`src/hdl/rgbled_pkg.sv`:
```
// Shared types and constants for the serial RGB LED line encoder.
`default_nettype none

package rgbled_pkg;

  // Configuration port geometry
  localparam int unsigned CFG_INDEX_BITS = 3;
  localparam int unsigned CFG_DATA_BITS  = 16;

  // Register indexes on the configuration port
  typedef enum logic [CFG_INDEX_BITS-1:0] {
    CFG_ENABLE     = 3'd0,
    CFG_SHIFT      = 3'd1,
    CFG_ZERO_HIGH  = 3'd2,
    CFG_ZERO_LOW   = 3'd3,
    CFG_ONE_HIGH   = 3'd4,
    CFG_ONE_LOW    = 3'd5,
    CFG_LATCH      = 3'd6
  } cfg_index_t;

  // Reset values of the configuration registers
  localparam logic [2:0]  RST_SHIFT     = 3'd3;
  localparam logic [15:0] RST_ZERO_HIGH = 16'd35;
  localparam logic [15:0] RST_ZERO_LOW  = 16'd80;
  localparam logic [15:0] RST_ONE_HIGH  = 16'd70;
  localparam logic [15:0] RST_ONE_LOW   = 16'd60;
  localparam logic [15:0] RST_LATCH     = 16'd6000;

  // Frame length in bits
  localparam logic [4:0] FRAME_BITS = 5'd24;

  // Line phase
  typedef enum logic [1:0] {
    PH_IDLE  = 2'd0,
    PH_HIGH  = 2'd1,
    PH_LOW   = 2'd2,
    PH_LATCH = 2'd3
  } phase_t;

  // Configuration register set
  typedef struct packed {
    logic        enable;
    logic [2:0]  brightness_shift;
    logic [15:0] zero_high_ticks;
    logic [15:0] zero_low_ticks;
    logic [15:0] one_high_ticks;
    logic [15:0] one_low_ticks;
    logic [15:0] latch_ticks;
  } cfg_t;

  // One result item
  typedef struct packed {
    logic line_level;
    logic busy_res;
    logic accepted;
  } res_t;

endpackage

`default_nettype wire

```
`src/hdl/rgbled_core.sv`:
```
// Bit timing sequencer: advances the line state by one clock per accepted item.
`default_nettype none

module rgbled_core #(
  parameter int unsigned COUNTER_BITS = 16
) (
  input  wire                 clk,
  input  wire                 rst,
  input  wire                 step,
  input  wire                 op,
  input  wire [7:0]           red,
  input  wire [7:0]           green,
  input  wire [7:0]           blue,
  input  rgbled_pkg::cfg_t    cfg,
  output rgbled_pkg::res_t    res
);
  import rgbled_pkg::*;

  localparam int unsigned WIDE = (COUNTER_BITS > 16) ? COUNTER_BITS : 16;
  localparam logic [COUNTER_BITS-1:0] CNT_MAX = {COUNTER_BITS{1'b1}};
  localparam logic [WIDE-1:0] CNT_MAX_W = WIDE'(CNT_MAX);

  phase_t                  phase, phase_next;
  logic [23:0]             colour_shift_reg, colour_shift_reg_next;
  logic [4:0]              bits_left, bits_left_next;
  logic [COUNTER_BITS-1:0] tick_count, tick_count_next;
  logic                    load;
  logic [23:0]             shifted;

  // Clocks left in a phase after its first clock, zero treated as one, saturated
  function automatic logic [COUNTER_BITS-1:0] remain(input logic [15:0] ticks);
    logic [15:0]     d;
    logic [WIDE-1:0] dw;
    d  = (ticks == 16'd0) ? 16'd0 : ticks - 16'd1;
    dw = WIDE'(d);
    if (dw > CNT_MAX_W) begin
      return CNT_MAX;
    end
    return dw[COUNTER_BITS-1:0];
  endfunction

  assign load    = op && cfg.enable && (phase == PH_IDLE);
  assign shifted = {green >> cfg.brightness_shift,
                    red   >> cfg.brightness_shift,
                    blue  >> cfg.brightness_shift};

  // Next line state for one clock of line time
  always_comb begin
    phase_next            = phase;
    colour_shift_reg_next = colour_shift_reg;
    bits_left_next        = bits_left;
    tick_count_next       = tick_count;
    if (load) begin
      colour_shift_reg_next = shifted;
      bits_left_next        = FRAME_BITS;
      phase_next            = PH_HIGH;
      tick_count_next       = remain(shifted[23] ? cfg.one_high_ticks : cfg.zero_high_ticks);
    end else if (phase != PH_IDLE) begin
      if (tick_count != '0) begin
        tick_count_next = tick_count - COUNTER_BITS'(1);
      end else begin
        case (phase)
          PH_HIGH: begin
            phase_next      = PH_LOW;
            tick_count_next = remain(colour_shift_reg[23] ? cfg.one_low_ticks
                                                          : cfg.zero_low_ticks);
          end
          PH_LOW: begin
            if (bits_left > 5'd1) begin
              bits_left_next        = bits_left - 5'd1;
              colour_shift_reg_next = {colour_shift_reg[22:0], 1'b0};
              phase_next            = PH_HIGH;
              tick_count_next       = remain(colour_shift_reg[22] ? cfg.one_high_ticks
                                                                  : cfg.zero_high_ticks);
            end else begin
              bits_left_next  = 5'd0;
              phase_next      = PH_LATCH;
              tick_count_next = remain(cfg.latch_ticks);
            end
          end
          PH_LATCH: begin
            phase_next      = PH_IDLE;
            tick_count_next = '0;
          end
          default: begin
            phase_next      = PH_IDLE;
            tick_count_next = '0;
          end
        endcase
      end
    end
  end

  // Result of this clock follows the new phase
  always_comb begin
    res.line_level = (phase_next == PH_HIGH);
    res.busy_res   = (phase_next != PH_IDLE);
    res.accepted   = load;
  end

  // Hold state between items, advance on each transfer
  always_ff @(posedge clk) begin
    if (rst) begin
      phase            <= PH_IDLE;
      colour_shift_reg <= '0;
      bits_left        <= '0;
      tick_count       <= '0;
    end else if (step) begin
      phase            <= phase_next;
      colour_shift_reg <= colour_shift_reg_next;
      bits_left        <= bits_left_next;
      tick_count       <= tick_count_next;
    end
  end

  a_idle_no_count: assert property (@(posedge clk) disable iff (rst)
    phase == PH_IDLE |-> tick_count == '0)
    else $error("idle phase with a running tick count");

  a_bits_in_frame: assert property (@(posedge clk) disable iff (rst)
    (phase == PH_HIGH || phase == PH_LOW) |-> (bits_left != 5'd0 && bits_left <= FRAME_BITS))
    else $error("bit phase without a bit left in the frame");

  a_load_starts_frame: assert property (@(posedge clk) disable iff (rst)
    step && load |=> phase == PH_HIGH && bits_left == FRAME_BITS)
    else $error("accepted colour did not start a frame");

  a_no_load_when_busy: assert property (@(posedge clk) disable iff (rst)
    phase != PH_IDLE |-> !res.accepted)
    else $error("colour taken while a frame is running");

endmodule

`default_nettype wire

```
`src/hdl/rgbled_outbuf.sv`:
```
// Two-slot result buffer: output register plus skid register.
`default_nettype none

module rgbled_outbuf (
  input  wire               clk,
  input  wire               rst,
  input  wire               push,
  input  rgbled_pkg::res_t  push_data,
  output logic              full,
  output logic              out_valid,
  input  wire               out_stall,
  output rgbled_pkg::res_t  out_data
);
  import rgbled_pkg::*;

  logic skid_valid;
  res_t skid_data;
  logic take;

  assign take = out_valid && !out_stall;
  assign full = skid_valid;

  // Move skid into the output slot when it frees, else park the new result
  always_ff @(posedge clk) begin
    if (rst) begin
      out_valid  <= 1'b0;
      skid_valid <= 1'b0;
    end else if (!out_valid || take) begin
      out_valid  <= skid_valid || push;
      skid_valid <= 1'b0;
    end else if (push) begin
      skid_valid <= 1'b1;
    end
  end

  // Payload registers
  always_ff @(posedge clk) begin
    if (!out_valid || take) begin
      out_data <= skid_valid ? skid_data : push_data;
    end else if (push) begin
      skid_data <= push_data;
    end
  end

  a_skid_behind_out: assert property (@(posedge clk) disable iff (rst)
    skid_valid |-> out_valid)
    else $error("skid slot filled while output slot empty");

  a_no_push_when_full: assert property (@(posedge clk) disable iff (rst)
    skid_valid && out_stall |=> skid_valid && $stable(skid_data))
    else $error("parked result lost under stall");

endmodule

`default_nettype wire

```
`src/hdl/rgb_led_one_wire_encoder.sv`:
```
// Top level of the serial RGB LED line encoder.
//
//  channel  direction  handshake            payload
//  in       sink       in_valid/in_stall    op, red, green, blue
//  out      source     out_valid/out_stall  line_level, busy_res, accepted
//  cfg      sink       cfg_write            cfg_index, cfg_data
//
// One item per clock while in_stall is low: each transfer is one clock of line time,
// computed in a single pass and registered into a two-slot output buffer.
// in_stall rises only when both buffer slots hold results.
// Reset (synchronous, rst high) sets the line idle and the registers to their defaults.
// Stalls on the output freeze line time, since time advances only on input transfers.
`default_nettype none

module rgb_led_one_wire_encoder #(
  parameter int unsigned COUNTER_BITS = 16
) (
  input  wire                                  clk,
  input  wire                                  rst,
  input  wire                                  in_valid,
  output logic                                 in_stall,
  input  wire                                  op,
  input  wire [7:0]                            red,
  input  wire [7:0]                            green,
  input  wire [7:0]                            blue,
  output logic                                 out_valid,
  input  wire                                  out_stall,
  output logic                                 line_level,
  output logic                                 busy_res,
  output logic                                 accepted,
  input  wire                                  cfg_write,
  input  wire [rgbled_pkg::CFG_INDEX_BITS-1:0] cfg_index,
  input  wire [rgbled_pkg::CFG_DATA_BITS-1:0]  cfg_data
);
  import rgbled_pkg::*;

  cfg_t cfg;
  res_t step_res;
  res_t out_data;
  logic full;
  logic step;

  assign in_stall = full;
  assign step     = in_valid && !full;

  // Configuration registers
  always_ff @(posedge clk) begin
    if (rst) begin
      cfg.enable           <= 1'b0;
      cfg.brightness_shift <= RST_SHIFT;
      cfg.zero_high_ticks  <= RST_ZERO_HIGH;
      cfg.zero_low_ticks   <= RST_ZERO_LOW;
      cfg.one_high_ticks   <= RST_ONE_HIGH;
      cfg.one_low_ticks    <= RST_ONE_LOW;
      cfg.latch_ticks      <= RST_LATCH;
    end else if (cfg_write) begin
      case (cfg_index_t'(cfg_index))
        CFG_ENABLE:    cfg.enable           <= cfg_data[0];
        CFG_SHIFT:     cfg.brightness_shift <= cfg_data[2:0];
        CFG_ZERO_HIGH: cfg.zero_high_ticks  <= cfg_data;
        CFG_ZERO_LOW:  cfg.zero_low_ticks   <= cfg_data;
        CFG_ONE_HIGH:  cfg.one_high_ticks   <= cfg_data;
        CFG_ONE_LOW:   cfg.one_low_ticks    <= cfg_data;
        CFG_LATCH:     cfg.latch_ticks      <= cfg_data;
        default: begin
        end
      endcase
    end
  end

  rgbled_core #(
    .COUNTER_BITS(COUNTER_BITS)
  ) u_core (
    .clk   (clk),
    .rst   (rst),
    .step  (step),
    .op    (op),
    .red   (red),
    .green (green),
    .blue  (blue),
    .cfg   (cfg),
    .res   (step_res)
  );

  rgbled_outbuf u_outbuf (
    .clk       (clk),
    .rst       (rst),
    .push      (step),
    .push_data (step_res),
    .full      (full),
    .out_valid (out_valid),
    .out_stall (out_stall),
    .out_data  (out_data)
  );

  assign line_level = out_data.line_level;
  assign busy_res   = out_data.busy_res;
  assign accepted   = out_data.accepted;

endmodule

`default_nettype wire

```
`config.mk`:
```
export PLATFORM = sky130hd
export DESIGN_NAME = rgb_led_one_wire_encoder
export DESIGN_NICKNAME = d
export VERILOG_FILES = /design/src/hdl/rgbled_pkg.sv /design/src/hdl/rgbled_core.sv /design/src/hdl/rgbled_outbuf.sv /design/src/hdl/rgb_led_one_wire_encoder.sv
export SDC_FILE = /design/constraint.sdc
export NUM_CORES = 1
export LEC_CHECK = 0
export BUFFER_PORTS_ARGS = -buffer_cell sky130_fd_sc_hd__buf_4
export CAP_MARGIN = 15
export CORE_ASPECT_RATIO = 1.4
export CORE_UTILIZATION = 60
export DETAILED_ROUTE_END_ITERATION = 10
export PLACE_DENSITY_LB_ADDON = 0.08
export RECOVER_POWER = 50
export SLEW_MARGIN = 5
export SYNTH_ARGS = -nofsm -noshare
export SYNTH_HDL_FRONTEND = slang
export SYNTH_SLANG_ARGS = --single-unit
```
`constraint.sdc`:
```
create_clock -name clk -period 4.3 [get_ports clk]
set_clock_uncertainty 0.05 [all_clocks]
set_input_delay 0.215 -clock clk [delete_from_list [all_inputs] [get_ports clk]]
set_output_delay 0.215 -clock clk [all_outputs]
set_load 0.05 [all_outputs]
```
==> metrics.csv <==
stage,metric,value,unit
global_routing,overflow,0,
synth,synth_top_cell_by_area,dfxtp_1,
global_routing,grt_max_degree,82,
clock_tree,cts.sinks,139,
synth,syn_area_per_cell,7.65,um2
floorplanning,die_area,15500,um2
sta,hold_violations,0,
place,portBuffers,53,
sta,max_freq,0.269,GHz
route,routedWlPerCell,19.8,um
synth,syn_inst,1180,
clock_tree,clkTransAtPathRegs,0.06,ns
sta,setup_viol,0,
run_status,outcome,finished with violations,
route,postRouteAntennaNets,0,
synth,synth_ff_type,dfxtp_1,
clock_tree,numCtsBuffers,17,
pwr,total_power,3.27,mW
place,dpl.hpwl,20.0,mm
route,initialDrtViolationCount,738,
global_routing,first_global_vias,8148,
pwr,powerDensity,325,nW/um2
pwr,clkPwrFrac,0.440,
floorplanning,coreArea,14600,um2
run_status,violations,"max-capacitance violations, max-slew violations",
sta,setup_tns,0,ns
clock_tree,cts_resized,0,
synth,yosysMostFrequentCell,nand2_1,
floorplanning,fp.dieH,147,um
sta,worstMarginPinSlew,2.15,ns
cells_and_area,nets,1258,
global_routing,grt_pass1_wl,43.5,mm
worst_setup_path,required,4.49,ns
global_routing,grt_use_total,0.360,
pwr,seq_power_share,0.421,
synth,syn_area,9030,um2
cells_and_area,area_growth_syn_to_layout,11.6,%
clock_tree,cts_tree,yes,
clock_tree,cts_setup_buffers,0,
worst_setup_path,worst-endpoint-arrival,3.90,ns
synth,synth_area_leaders,"dfxtp_1 (29%), nand2_1 (9.5%), a21oi_1 (5.8%), mux2i_1 (5.8%), nor2_1 (3.9%)",
pwr,switching_power,0.937,mW
synth,synth-async-reset-ratio,0,
clock_tree,clk_path_buf_depth,2,
sta,relSlewSlack,-0.433,
pwr,ir_worst_vdd,313,uV
sta,slew_violations,169,
synth,synth_top_area_share,0.295,
worst_setup_path,worst-path-max-fanout,32,
pwr,p_int,2.34,mW
route,drc,0,
synth,yosys_warnings,0,
cells_and_area,largest_reg_flops,84,
place,place.gp.congestion,1.05,
clock_tree,htree_levels,4,
run,maxCapViolCount,3,
route,vias,8974,
route,firstDrtPassIters,5,
sta,rsz0062_at_grt,false,
synth,ys_types,74,
cells_and_area,multi_input_area,5830,um2
sta,fin_crit_sh,0.864,
clock_tree,insertion_delay,0.43,ns
clock_tree,root_buffer,clkbuf_16,
pwr,combPwrFrac,0.139,
pwr,switching_share,0.286,
cells_and_area,diodes,0,
cells_and_area,drive_gt1_frac,0.110,
clock_tree,ctsHoldBuffers,0,
cells_and_area,register_area,2840,um2
synth,synth_edf_count,6,
worst_setup_path,start_kind,register,
floorplanning,num_io_pins,54,
pwr,leakagePower,3.56,nW
worst_setup_path,crit_type,register to register,
synth,synth_fp_nets,1242,
cells_and_area,fill_cells,1297,
sta,whs,0.0178,ns
worst_setup_path,end_kind,register,
floorplanning,placementRows,52,
synth,ys_seq_elements,139,
sta,period_needed,3.72,ns
route,wl,27.7,mm
synth,ys_seq_area_frac,0.315,
route,routed_via_density,6.42,
global_routing,antenna_found_initial,0,
synth,ys_top_cells_by_count,"nand2_1 (228), dfxtp_1 (133), a21oi_1 (105)",
min_path,holdCritPathClass,primary input to register,
floorplanning,die_w,106,um
floorplanning,start_util,0.619,
-- cells by family after synthesis --
logic type,Yosys count,share of synthesized area
compound gates,284,0.201
xor+xnor,60,0.0582
fa+ha+maj,13,0.0180
buf+inv,94,0.0403
flops,139,0.315
mux,68,0.0901
simple gates,522,0.277
-- critical path: stages, from the launching register on --
cell and delay, ns:
dfxtp_1 0.30, clkbuf_1 0.62, nor4b_4 1.10, nand4_1 0.43, a21oi_1 0.29, xnor2_1 0.14, mux2i_1 0.11, a2111oi_2 0.36
a211oi_2 0.12
-- path summary, 6_finish.rpt --
check	start	endpoint	slack (ns)	cells after the start
worst min register to register	u_core.colour_shift_reg[3]	u_core.colour_shift_reg[3]	0.40	2
worst min-delay path	cfg_data[12]	cfg[12]	0.02	3
worst max-delay path	cfg[81]	u_core.tick_count[15]	0.58	8
worst max register to register	cfg[81]	u_core.tick_count[15]	0.58	8
-- power groups by stage --
stage	Combinational, mW	Sequential (mW)	Clock (mW)
floorplan	0.295	1.40	0
global placement	0.446	1.40	0
detailed placement	0.451	1.40	0
CTS	0.453	1.37	1.45
global route	0.494	1.38	1.51
finish	0.456	1.38	1.44
-- final cells by class --
class	instances	area share
multi-input combinational	947	0.579
sequential	139	0.282
timing repair buffer	73	0.0515
clock buffer	18	0.0436
tap	189	0.0235
clock inverter	14	0.0135
inverter	18	0.00671
-- layer usage --
layer | GRT usage | wire, um | vias to the layer above
met3 | 0.0626 | 1950 | 84
met5 | 0 | 0 | -
li1 | - | - | 4303
met2 | 0.581 | 13300 | 377
met1 | 0.461 | 11200 | 4210
met4 | 0.181 | 1210 | 0
-- metrics by stage --
stage	cells	area [um2]	utilization	setup WS, ns
floorplan	1180	9030	-	0.901
global placement	1366	9530	0.654	1.16
detailed placement	1366	9530	0.654	1.02
CTS	1398	10100	0.693	1.03
global route	1398	10100	0.691	0.408
finish	1398	10100	0.691	0.585
-- cell usage in the layout (no fill, tap or decap), types with 17 or more instances in the layout --
master and n:
inv_1 17, nand3_1 18, nand3b_1 24, xor2_1 33, nor3_1 55, a21oi_1 104, o21ai_0 53, nor2_1 93
nor4_1 18, buf_4 65, clkbuf_16 17, xnor2_1 27, nand2_1 228, o211ai_1 20, mux2i_1 52, dfxtp_1 133
No activity file was read; power rests on OpenSTA's default activity.
